`src/bounded_min_group_priority_queue_macros.svh`:
```
// Assertion macros for the bounded min group priority queue.
// Used by the top level only; expects clk and arst_n in scope.
`ifndef BOUNDED_MIN_GROUP_PRIORITY_QUEUE_MACROS_SVH
`define BOUNDED_MIN_GROUP_PRIORITY_QUEUE_MACROS_SVH
`ifndef SYNTH
`define BMGPQ_ASSERT(lbl, prop, msg) \
	lbl: assert property (@(posedge clk) disable iff (!arst_n) (prop)) else $error(msg);
`define BMGPQ_ASSERT_NEXT(lbl, pre, post, msg) \
	lbl: assert property (@(posedge clk) disable iff (!arst_n) (pre) |=> (post)) else $error(msg);
`else
`define BMGPQ_ASSERT(lbl, prop, msg)
`define BMGPQ_ASSERT_NEXT(lbl, pre, post, msg)
`endif
`endif

```
`src/bmgpq_pkg.sv`:
```
// Shared types and constants of the bounded min group priority queue.
// No dependencies.
package bmgpq_pkg;
	localparam int KEY_W = 32;
	localparam int VTX_W = 16;
	localparam int TOL_W = 16;
	localparam int CAP   = 64;
	localparam int IDX_W = $clog2(CAP);
	localparam int CNT_W = $clog2(CAP + 1);
	localparam int ENT_W = KEY_W + VTX_W;

	typedef enum logic [2:0] {
		ST_ITEM     = 3'd0,
		ST_INSERTED = 3'd1,
		ST_FULL     = 3'd2,
		ST_EMPTY    = 3'd3,
		ST_ABOVE    = 3'd4
	} status_t;

	typedef enum logic [1:0] {
		SCAN_CLASSIFY,
		SCAN_SELECT,
		SCAN_COMPACT
	} scan_mode_t;

	localparam logic OP_INSERT = 1'b0;
	localparam logic OP_PULL   = 1'b1;

	// register index, taken from paddr[2]
	localparam logic REG_UPPER_BOUND = 1'b0;
	localparam logic REG_TOLERANCE   = 1'b1;

	typedef struct packed {
		logic       insert;
		logic       clear_min;
		logic       scan_start;
		scan_mode_t mode;
		logic       mark_sent;
		logic       commit;
		logic       load_out;
		logic       out_group;
		status_t    out_status;
	} cmd_t;

	typedef struct packed {
		logic             full;
		logic             empty;
		logic             above;
		logic             scan_busy;
		logic             grp_one;
		logic             out_free;
		logic [CNT_W-1:0] count;
	} sts_t;
endpackage

```
`src/bmgpq_ram.sv`:
```
// Generic single write, single read RAM with registered read data.
// No dependencies.
module bmgpq_ram #(
	parameter int WIDTH = 8,
	parameter int DEPTH = 16
) (
	input  logic                     clk,
	input  logic                     we,
	input  logic [$clog2(DEPTH)-1:0] waddr,
	input  logic [WIDTH-1:0]         wdata,
	input  logic [$clog2(DEPTH)-1:0] raddr,
	output logic [WIDTH-1:0]         rdata
);
	logic [WIDTH-1:0] mem_q [DEPTH];

	always_ff @(posedge clk) begin
		if (we) begin
			mem_q[waddr] <= wdata;
		end
		rdata <= mem_q[raddr];
	end
endmodule

```
`src/bmgpq_datapath.sv`:
```
// Datapath: entry memory, scan engine, group flags, tracked minimum, result register.
// Depends on bmgpq_pkg and bmgpq_ram.
module bmgpq_datapath (
	input  logic                       clk,
	input  logic                       arst_n,
	input  bmgpq_pkg::cmd_t            cmd,
	output bmgpq_pkg::sts_t            sts,
	input  logic [bmgpq_pkg::VTX_W-1:0] in_vertex,
	input  logic [bmgpq_pkg::KEY_W-1:0] in_key,
	input  logic [bmgpq_pkg::KEY_W-1:0] upper_bound,
	input  logic [bmgpq_pkg::TOL_W-1:0] key_tolerance,
	input  logic                       out_ready,
	output logic                       out_valid,
	output logic [2:0]                 out_status,
	output logic [bmgpq_pkg::VTX_W-1:0] out_vertex,
	output logic [bmgpq_pkg::KEY_W-1:0] out_key,
	output logic                       out_last,
	output logic [bmgpq_pkg::KEY_W-1:0] out_bound,
	output logic                       out_not_empty,
	output logic [bmgpq_pkg::KEY_W-1:0] out_min
);
	localparam int KW = bmgpq_pkg::KEY_W;
	localparam int VW = bmgpq_pkg::VTX_W;
	localparam int IW = bmgpq_pkg::IDX_W;
	localparam int CW = bmgpq_pkg::CNT_W;
	localparam int EW = bmgpq_pkg::ENT_W;

	logic [CW-1:0] count_q, rd_idx_q, wp_q, rem_cnt_q, grp_left_q;
	logic [KW-1:0] min_q, rem_min_q, best_key_q;
	logic [VW-1:0] best_vtx_q;
	logic [IW-1:0] best_idx_q, idx_s1;
	logic          found_q, scanning_q, vld_s1;
	bmgpq_pkg::scan_mode_t mode_q;
	logic [bmgpq_pkg::CAP-1:0] keep_q, sent_q;

	logic          we;
	logic [IW-1:0] waddr;
	logic [EW-1:0] wdata, rdata;
	logic [KW-1:0] rkey;
	logic [VW-1:0] rvtx;
	logic          in_grp;
	logic [KW:0]   limit;

	assign rkey   = rdata[EW-1:VW];
	assign rvtx   = rdata[VW-1:0];
	assign in_grp = (rkey - min_q) <= {{(KW-bmgpq_pkg::TOL_W){1'b0}}, key_tolerance};
	assign limit  = {1'b0, upper_bound} + {{(KW+1-bmgpq_pkg::TOL_W){1'b0}}, key_tolerance};

	// inserts write at the fill level, compaction at the trailing write pointer
	always_comb begin
		we    = 1'b0;
		waddr = wp_q[IW-1:0];
		wdata = rdata;
		if (cmd.insert) begin
			we    = 1'b1;
			waddr = count_q[IW-1:0];
			wdata = {in_key, in_vertex};
		end else if (vld_s1 && mode_q == bmgpq_pkg::SCAN_COMPACT && keep_q[idx_s1]) begin
			we = 1'b1;
		end
	end

	bmgpq_ram #(.WIDTH(EW), .DEPTH(bmgpq_pkg::CAP)) u_ram (
		.clk   (clk),
		.we    (we),
		.waddr (waddr),
		.wdata (wdata),
		.raddr (rd_idx_q[IW-1:0]),
		.rdata (rdata)
	);

	always_ff @(posedge clk or negedge arst_n) begin
		if (!arst_n) begin
			scanning_q <= 1'b0;
			vld_s1     <= 1'b0;
			rd_idx_q   <= '0;
			idx_s1     <= '0;
			mode_q     <= bmgpq_pkg::SCAN_CLASSIFY;
		end else begin
			vld_s1 <= 1'b0;
			if (cmd.scan_start) begin
				scanning_q <= 1'b1;
				rd_idx_q   <= '0;
				mode_q     <= cmd.mode;
			end else if (scanning_q) begin
				if (rd_idx_q < count_q) begin
					vld_s1   <= 1'b1;
					idx_s1   <= rd_idx_q[IW-1:0];
					rd_idx_q <= rd_idx_q + 1'b1;
				end else begin
					scanning_q <= 1'b0;
				end
			end
		end
	end

	always_ff @(posedge clk or negedge arst_n) begin
		if (!arst_n) begin
			count_q    <= '0;
			min_q      <= '1;
			rem_cnt_q  <= '0;
			rem_min_q  <= '1;
			grp_left_q <= '0;
			wp_q       <= '0;
			found_q    <= 1'b0;
			best_key_q <= '0;
			best_vtx_q <= '0;
			best_idx_q <= '0;
			keep_q     <= '0;
			sent_q     <= '0;
		end else begin
			if (cmd.scan_start) begin
				unique case (cmd.mode)
					bmgpq_pkg::SCAN_CLASSIFY: begin
						rem_cnt_q  <= '0;
						rem_min_q  <= '1;
						grp_left_q <= '0;
					end
					bmgpq_pkg::SCAN_SELECT: found_q <= 1'b0;
					bmgpq_pkg::SCAN_COMPACT: wp_q <= '0;
					default: found_q <= 1'b0;
				endcase
			end
			if (vld_s1) begin
				unique case (mode_q)
					bmgpq_pkg::SCAN_CLASSIFY: begin
						keep_q[idx_s1] <= !in_grp;
						sent_q[idx_s1] <= 1'b0;
						if (in_grp) begin
							grp_left_q <= grp_left_q + 1'b1;
						end else begin
							rem_cnt_q <= rem_cnt_q + 1'b1;
							if (rkey < rem_min_q) begin
								rem_min_q <= rkey;
							end
						end
					end
					bmgpq_pkg::SCAN_SELECT: begin
						// strict compare keeps the earliest position on a tie
						if (!keep_q[idx_s1] && !sent_q[idx_s1] && (!found_q || rkey < best_key_q)) begin
							found_q    <= 1'b1;
							best_key_q <= rkey;
							best_vtx_q <= rvtx;
							best_idx_q <= idx_s1;
						end
					end
					bmgpq_pkg::SCAN_COMPACT: begin
						if (keep_q[idx_s1]) begin
							wp_q <= wp_q + 1'b1;
						end
					end
					default: found_q <= found_q;
				endcase
			end
			if (cmd.mark_sent) begin
				sent_q[best_idx_q] <= 1'b1;
				grp_left_q         <= grp_left_q - 1'b1;
			end
			if (cmd.insert) begin
				count_q <= count_q + 1'b1;
				if (in_key < min_q) begin
					min_q <= in_key;
				end
			end else if (cmd.clear_min) begin
				min_q <= '1;
			end else if (cmd.commit) begin
				count_q <= rem_cnt_q;
				min_q   <= rem_min_q;
			end
		end
	end

	always_ff @(posedge clk or negedge arst_n) begin
		if (!arst_n) begin
			out_valid     <= 1'b0;
			out_status    <= '0;
			out_vertex    <= '0;
			out_key       <= '0;
			out_last      <= 1'b0;
			out_bound     <= '0;
			out_not_empty <= 1'b0;
			out_min       <= '0;
		end else if (cmd.load_out) begin
			out_valid  <= 1'b1;
			out_status <= cmd.out_status;
			out_bound  <= upper_bound;
			if (cmd.out_group) begin
				out_vertex    <= best_vtx_q;
				out_key       <= best_key_q;
				out_last      <= (grp_left_q == CW'(1));
				out_not_empty <= (rem_cnt_q != '0);
				out_min       <= rem_min_q;
			end else begin
				out_vertex    <= '0;
				out_key       <= '0;
				out_last      <= 1'b1;
				out_not_empty <= (count_q != '0);
				out_min       <= min_q;
			end
		end else if (out_ready) begin
			out_valid <= 1'b0;
		end
	end

	assign sts.full      = (count_q == CW'(bmgpq_pkg::CAP));
	assign sts.empty     = (count_q == '0);
	assign sts.above     = {1'b0, min_q} > limit;
	assign sts.scan_busy = scanning_q | vld_s1;
	assign sts.grp_one   = (grp_left_q == CW'(1));
	assign sts.out_free  = !out_valid | out_ready;
	assign sts.count     = count_q;
endmodule

```
`src/bmgpq_ctrl.sv`:
```
// Controller state machine: sequences inserts, pulls, group scans and results.
// Depends on bmgpq_pkg.
module bmgpq_ctrl (
	input  logic            clk,
	input  logic            arst_n,
	input  logic            in_valid,
	input  logic            in_op,
	output logic            in_ready,
	input  bmgpq_pkg::sts_t sts,
	output bmgpq_pkg::cmd_t cmd
);
	typedef enum logic [2:0] {
		S_IDLE,
		S_CLASSIFY,
		S_SELECT,
		S_EMIT,
		S_COMPACT,
		S_RESP
	} state_t;

	state_t              state_q, state_d;
	bmgpq_pkg::status_t  rsp_q, rsp_d;

	assign in_ready = (state_q == S_IDLE);

	always_comb begin
		cmd     = '0;
		state_d = state_q;
		rsp_d   = rsp_q;
		unique case (state_q)
			S_IDLE: begin
				if (in_valid) begin
					priority if (in_op == bmgpq_pkg::OP_INSERT) begin
						state_d = S_RESP;
						if (sts.full) begin
							rsp_d = bmgpq_pkg::ST_FULL;
						end else begin
							rsp_d      = bmgpq_pkg::ST_INSERTED;
							cmd.insert = 1'b1;
						end
					end else if (sts.empty) begin
						state_d       = S_RESP;
						rsp_d         = bmgpq_pkg::ST_EMPTY;
						cmd.clear_min = 1'b1;
					end else if (sts.above) begin
						state_d = S_RESP;
						rsp_d   = bmgpq_pkg::ST_ABOVE;
					end else begin
						state_d        = S_CLASSIFY;
						cmd.scan_start = 1'b1;
						cmd.mode       = bmgpq_pkg::SCAN_CLASSIFY;
					end
				end
			end
			S_CLASSIFY: begin
				if (!sts.scan_busy) begin
					state_d        = S_SELECT;
					cmd.scan_start = 1'b1;
					cmd.mode       = bmgpq_pkg::SCAN_SELECT;
				end
			end
			S_SELECT: begin
				if (!sts.scan_busy) begin
					state_d = S_EMIT;
				end
			end
			S_EMIT: begin
				if (sts.out_free) begin
					cmd.load_out   = 1'b1;
					cmd.out_group  = 1'b1;
					cmd.out_status = bmgpq_pkg::ST_ITEM;
					cmd.mark_sent  = 1'b1;
					cmd.scan_start = 1'b1;
					if (sts.grp_one) begin
						state_d  = S_COMPACT;
						cmd.mode = bmgpq_pkg::SCAN_COMPACT;
					end else begin
						state_d  = S_SELECT;
						cmd.mode = bmgpq_pkg::SCAN_SELECT;
					end
				end
			end
			S_COMPACT: begin
				if (!sts.scan_busy) begin
					cmd.commit = 1'b1;
					state_d    = S_IDLE;
				end
			end
			S_RESP: begin
				if (sts.out_free) begin
					cmd.load_out   = 1'b1;
					cmd.out_status = rsp_q;
					state_d        = S_IDLE;
				end
			end
			default: state_d = S_IDLE;
		endcase
	end

	always_ff @(posedge clk or negedge arst_n) begin
		if (!arst_n) begin
			state_q <= S_IDLE;
			rsp_q   <= bmgpq_pkg::ST_ITEM;
		end else begin
			state_q <= state_d;
			rsp_q   <= rsp_d;
		end
	end
endmodule

```
`src/bounded_min_group_priority_queue.sv`:
```
// Bounded min priority queue of up to 64 vertex/key pairs with group pull.
// A pull that extracts a group of entries makes one pass over the entry
// memory to mark the group and find the new minimum, one pass per extracted
// entry to pick the next smallest, and one pass to compact the survivors.
// Every pass reads the entry memory one entry a cycle. Empty, full and
// above-bound cases answer without a scan. Inputs are taken only between
// requests; the result register lets the next request enter while the last
// result waits.
// Depends on bmgpq_pkg, bmgpq_ctrl, bmgpq_datapath and the macros header.
`include "bounded_min_group_priority_queue_macros.svh"
module bounded_min_group_priority_queue (
	input  logic          clk,
	input  logic          arst_n,
	input  logic          s_axis_tvalid,
	output logic          s_axis_tready,
	input  logic [47:0]   s_axis_tdata,  // vertex[15:0], key[47:16]
	input  logic          s_axis_tuser,  // operation
	output logic          m_axis_tvalid,
	input  logic          m_axis_tready,
	// out_vertex[15:0], out_key[47:16], current_bound[79:48],
	// not_empty[80], min_key_now[112:81], zero[119:113]
	output logic [119:0]  m_axis_tdata,
	output logic [2:0]    m_axis_tuser,  // status
	output logic          m_axis_tlast,
	input  logic          psel,
	input  logic          penable,
	input  logic          pwrite,
	input  logic [2:0]    paddr,
	input  logic [31:0]   pwdata,
	output logic [31:0]   prdata,
	output logic          pready
);
	logic [bmgpq_pkg::KEY_W-1:0] upper_bound_q;
	logic [bmgpq_pkg::TOL_W-1:0] tolerance_q;
	bmgpq_pkg::cmd_t cmd;
	bmgpq_pkg::sts_t sts;
	logic [bmgpq_pkg::VTX_W-1:0] o_vertex;
	logic [bmgpq_pkg::KEY_W-1:0] o_key, o_bound, o_min;
	logic o_not_empty;

	assign pready = 1'b1;
	assign prdata = (paddr[2] == bmgpq_pkg::REG_UPPER_BOUND) ? upper_bound_q
		: {16'd0, tolerance_q};

	always_ff @(posedge clk or negedge arst_n) begin
		if (!arst_n) begin
			upper_bound_q <= '1;
			tolerance_q   <= '0;
		end else if (psel && penable && pwrite) begin
			unique case (paddr[2])
				bmgpq_pkg::REG_UPPER_BOUND: upper_bound_q <= pwdata;
				bmgpq_pkg::REG_TOLERANCE:   tolerance_q   <= pwdata[15:0];
				default:                    tolerance_q   <= tolerance_q;
			endcase
		end
	end

	bmgpq_ctrl u_ctrl (
		.clk      (clk),
		.arst_n   (arst_n),
		.in_valid (s_axis_tvalid),
		.in_op    (s_axis_tuser),
		.in_ready (s_axis_tready),
		.sts      (sts),
		.cmd      (cmd)
	);

	bmgpq_datapath u_dp (
		.clk           (clk),
		.arst_n        (arst_n),
		.cmd           (cmd),
		.sts           (sts),
		.in_vertex     (s_axis_tdata[15:0]),
		.in_key        (s_axis_tdata[47:16]),
		.upper_bound   (upper_bound_q),
		.key_tolerance (tolerance_q),
		.out_ready     (m_axis_tready),
		.out_valid     (m_axis_tvalid),
		.out_status    (m_axis_tuser),
		.out_vertex    (o_vertex),
		.out_key       (o_key),
		.out_last      (m_axis_tlast),
		.out_bound     (o_bound),
		.out_not_empty (o_not_empty),
		.out_min       (o_min)
	);

	assign m_axis_tdata = {7'd0, o_min, o_not_empty, o_bound, o_key, o_vertex};

	`BMGPQ_ASSERT(a_count_bound, sts.count <= 7'(bmgpq_pkg::CAP), "entry count above capacity")
	`BMGPQ_ASSERT(a_idle_no_scan, !(s_axis_tready && sts.scan_busy), "scan running while idle")
	`BMGPQ_ASSERT(a_load_free, !(cmd.load_out && !sts.out_free), "result overwritten")
	`BMGPQ_ASSERT_NEXT(a_accept_busy, s_axis_tvalid && s_axis_tready, !s_axis_tready, "request not held off")
endmodule

```
`config.mk`:
```
export PLATFORM = sky130hd
export DESIGN_NAME = bounded_min_group_priority_queue
export DESIGN_NICKNAME = d
export VERILOG_FILES = /design/src/bmgpq_pkg.sv /design/src/bmgpq_ram.sv /design/src/bmgpq_datapath.sv /design/src/bmgpq_ctrl.sv /design/src/bounded_min_group_priority_queue.sv
export VERILOG_INCLUDE_DIRS = /design/src /design/src/src
export SDC_FILE = /design/constraint.sdc
export NUM_CORES = 2
export LEC_CHECK = 0
export BUFFER_PORTS_ARGS = -buffer_cell sky130_fd_sc_hd__buf_2
export CAP_MARGIN = 40
export CELL_PAD_IN_SITES_DETAIL_PLACEMENT = 2
export CELL_PAD_IN_SITES_GLOBAL_PLACEMENT = 2
export CORE_ASPECT_RATIO = 1.5
export CORE_UTILIZATION = 37
export CTS_CLUSTER_DIAMETER = 50
export DETAILED_ROUTE_END_ITERATION = 7
export PLACE_DENSITY_LB_ADDON = 0.25
export REMOVE_ABC_BUFFERS = 1
export SLEW_MARGIN = 20
export SYNTH_ARGS = -nofsm -noshare
export SYNTH_HDL_FRONTEND = slang
export SYNTH_HIERARCHICAL = 1
export SYNTH_SLANG_ARGS = --single-unit
export TNS_END_PERCENT = 1
```
`constraint.sdc`:
```
create_clock -name clk -period 6.72 [get_ports clk]
set_clock_uncertainty 0.05 [all_clocks]
set_input_delay 0.336 -clock clk [delete_from_list [all_inputs] [get_ports clk]]
set_output_delay 0.336 -clock clk [all_outputs]
set_load 0.01 [all_outputs]
```
==> impl_results.md <==
- CP Buf/Inv Count: 4
- Synth async-reset ratio: 0.129
- Syn Area/Cell: approximately 18 um2
- Total clock sinks: approximately 3.6k
- Cell Area, Synth: ~140000 um2
- H-Tree Depth: 5
- Io pins: 250
- Reg2reg path depth: 34
- Tcrit/Tclk final: 0.972
- Status: complete, no violations
- Initial core utilization: 0.371
- Logic pwr share: 0.347
- Pwr dens: between 400 and 500 nW/um2
- Power share of the sequential group: 0.387
- Sequential fraction of the synthesis area: 0.724
- Die H: a little under 800 um
- Dominant cell type by area after synthesis: edfxtp_1
- Cell area after layout: ~170000 um2
- Unrepaired setup endpoints after global routing: yes
- DR DRC count: 0
- Hold Path Origin: s_axis_tdata[13]
- Initial drt markers: between 8k and 9k
- DP HPWL: 325000 um
- Top post-synthesis cells by count: edfxtp_1 (3072), mux4_2 (754), dfrtp_1 (367)
- Top delay family on crit path: compound AO/OA/AOI/OAI gates
- FF+latch count, synth: about 3.6k
- Area grow syn2layout: 16.7%
- Overall Global Routing Usage: 0.269
- Multi-input gate area: 38100 um2
- Antenna violations before repair: 23
- Largest net degree at the start of global routing: about 160
- I/O Buffers: ~240
- Count leader, synth: edfxtp_1
- Via count: roughly 84k
- Yosys warns: 6
- HP Class: in -> reg
- Slowest CP cell: dfstp_2
- Worst hold margin: approximately 0.09 ns
- Synthesized instance count: just under 8k
- Antenna Nets Post-Route: 0
- DR WL/cell: 38.6 um
- Worst-path clk slew: about 0.080 ns
- First-pass GRT wire length: 743000 um
- Top-area cell type share of the netlist area: 0.636
- CTS root buffer: clkbuf_16
- Int Pwr: 50600 uW
- Routed WL: between 500000 and 600000 um
- Die X-Extent: between 500 and 600 um
- Largest cells by area after synthesis: edfxtp_1 (64%), mux4_2 (12%), dfrtp_1 (6.3%), ha_1 (1.8%), dfstp_2 (1.7%)
- Routability cong.: 0.825
- Post-synthesis cell type count: between 90 and 100
- Post-synth EDFFs: 3072
- Filler cell count: ~36k
- LEAKAGE: between 0.05 and 0.06 uW
- Number of max-cap violations: 0
- P_sw: approximately 28000 uW
- Max incr delay on CP: roughly 0.55 ns
- Total CTS buffers: between 300 and 400
- Reg2Reg Setup Slack: about 0.19 ns
- CP Class: reg -> reg
- Min Tclk post-route: approximately 6.5 ns
- R2r endpoint: u_dp/rem_min_q[7]
- Maximum vdd drop: between 0.0003 and 0.0004 V
- Final Max Slew Viols: 0
- Setup tns final: 0 ns
- Max clock buf depth: 4
- Relative slew slack: 0.267
- Most used flip-flop cell after synthesis: edfxtp_1
- Crit path arrival time: ~7.4 ns
- Layout cell share with drive strength beyond 1: 0.275
- Maximum clock frequency: 153 MHz
- Grt ovf: 0
- Hold Crit Endpoint: u_dp/u_ram/mem_q[4][13]
- CP required: about 7.6 ns
- Worst-margin pin slew: between 1 and 1.5 ns
- Min-Delay Path Depth: 2
- First-pass DRT Iterations: 5
- Sw Ratio: 0.360
- Worst-path fanout max: 8
- Post-DP Area: around 160000 um2
- Most numerous cell on the critical path: a21o_1
- Worst R2R Start: upper_bound_q[0]
- Fin. Hold Viols: 0
- Nets: between 8k and 9k
- Final setup violation count: 0
- Vias in the first global route: approximately 91k
- CP startpoint kind: register
- CTS tree: built
- Critical path endpoint category: register
- Clk network pwr share: 0.266
- Die ar.: 394000 um2
- Worst-skew pair later-pin latency: approximately 0.99 ns
- # rows: 281
- Storage element area: 105000 um2
- Via density: roughly 6.0
- Core Region: approximately 400000 um2
==> per-stage QoR <==
step | util | power (uW) | cells | worst slack (ns)
after floorplan | - | 46500 | 7439 | -25.00
after global placement | 0.398 | 56300 | 13100 | -0.561
after detailed placement | 0.400 | 58000 | 13200 | -0.503
after CTS | 0.433 | 79400 | 13900 | 0.00636
after global routing | 0.433 | 81600 | 13900 | -0.0733
final | 0.433 | 79100 | 13900 | 0.189
==> power by group through the flow <==
stage                     Clock (uW)  Combinational [uW]  Sequential, uW
after floorplan                    0               15100           31400
after global placement             0               25300           31000
after detailed placement           0               27000           31000
after CTS                      21400               27500           30600
after global routing           21900               29000           30700
final                          21100               27500           30600
==> routing by layer <==
| layer | wire (um) | global-route usage | vias to the layer above |
|---|---|---|---|
| li1 | - | - | 33100 |
| met1 | 194000 | 0.311 | 45800 |
| met2 | 282000 | 0.490 | 3782 |
| met3 | 32800 | 0.0368 | 1077 |
| met4 | 28800 | 0.126 | 22 |
| met5 | 115 | 0 | - |
==> worst max-delay path by stage <==
stage | from | end | slack, ns | cells past startpoint
5_1_grt | upper_bound_q[0] | u_dp/grp_left_q[2] | -0.07 | 34
3_3_place_gp | upper_bound_q[0] | u_dp/grp_left_q[3] | -0.56 | 34
4_1_cts | upper_bound_q[0] | u_dp/grp_left_q[3] | 0.006 | 36
3_5_place_dp | upper_bound_q[0] | u_dp/grp_left_q[3] | -0.50 | 35
2_1_floorplan | u_dp/rd_idx_q[0] | u_dp/rd_idx_q[0] | -25.00 | 9
6_report | upper_bound_q[0] | u_dp/rem_min_q[7] | 0.19 | 34
==> worst reg2reg max path, delay by kind of cell, from the launching register on <==
kind            cells  cell delay (ns)
flops               1             0.55
xor+xnor            1             0.12
mux                 1             0.17
simple gates        7             1.02
buf+inv             4             0.56
compound gates     18             3.24
fa+ha+maj           3             0.75
==> timing repair <==
action / in CTS / in global routing
pin swaps: 14 / 23
buffers inserted: 8 / 3
setup endpoints to repair: 70 / 59
cloned: 3 / 0
endpoints found under the hold margin: 258 / 0
resized for setup: 24 / 16
hold buffers: 84 / 0
==> cells by family after synthesis <==
group	share of synthesized area
DFF	0.724
AOI/OAI and AO/OA	0.0556
and+or+nand+nor	0.0359
muxes	0.142
buffers and inverters	0.0214
adders and majority gates	0.0178
xor gates and xnor gates	0.00326
other	0.0000518
==> cell usage in the layout, fill, tap and decap left out, drive strengths merged, types with 31 or more instances in the layout <==
master	instances
o22ai	127
a22oi	132
clkbuf	444
xnor2	36
ha	203
nand3	92
a221o	35
inv	261
dfxtp	48
nand2	326
edfxtp	3072
a21o	71
nor2b	59
dfrtp	367
a221oi	89
a22o	91
nor3	44
dlygate4sd3	83
clkinv	128
buf	655
bufinv	33
dfstp	96
o221ai	31
a21oi	201
mux4	754
nand4	52
o21ai	235
a211oi	42
mux2i	164
mux2	165
nand2b	37
nor2	347
==> area by class of cell <==
type	count	area share
flip-flops and latches	3583	0.620
multi-input cells	3620	0.225
clock buffers	444	0.0575
repair buffers	738	0.0413
well taps	5094	0.0377
clock inverters	206	0.0127
inverters	236	0.00524
diodes	6	0.0000888
==> state kept, by name (all words and copies together) (netlist names), 48 cells and up <==
signal and cells:
u_dp/keep_q 64, u_dp/sent_q 64, u_dp/u_ram/mem_q 3072, u_dp/u_ram/rdata 48
Power figures use the tool's default switching activity.
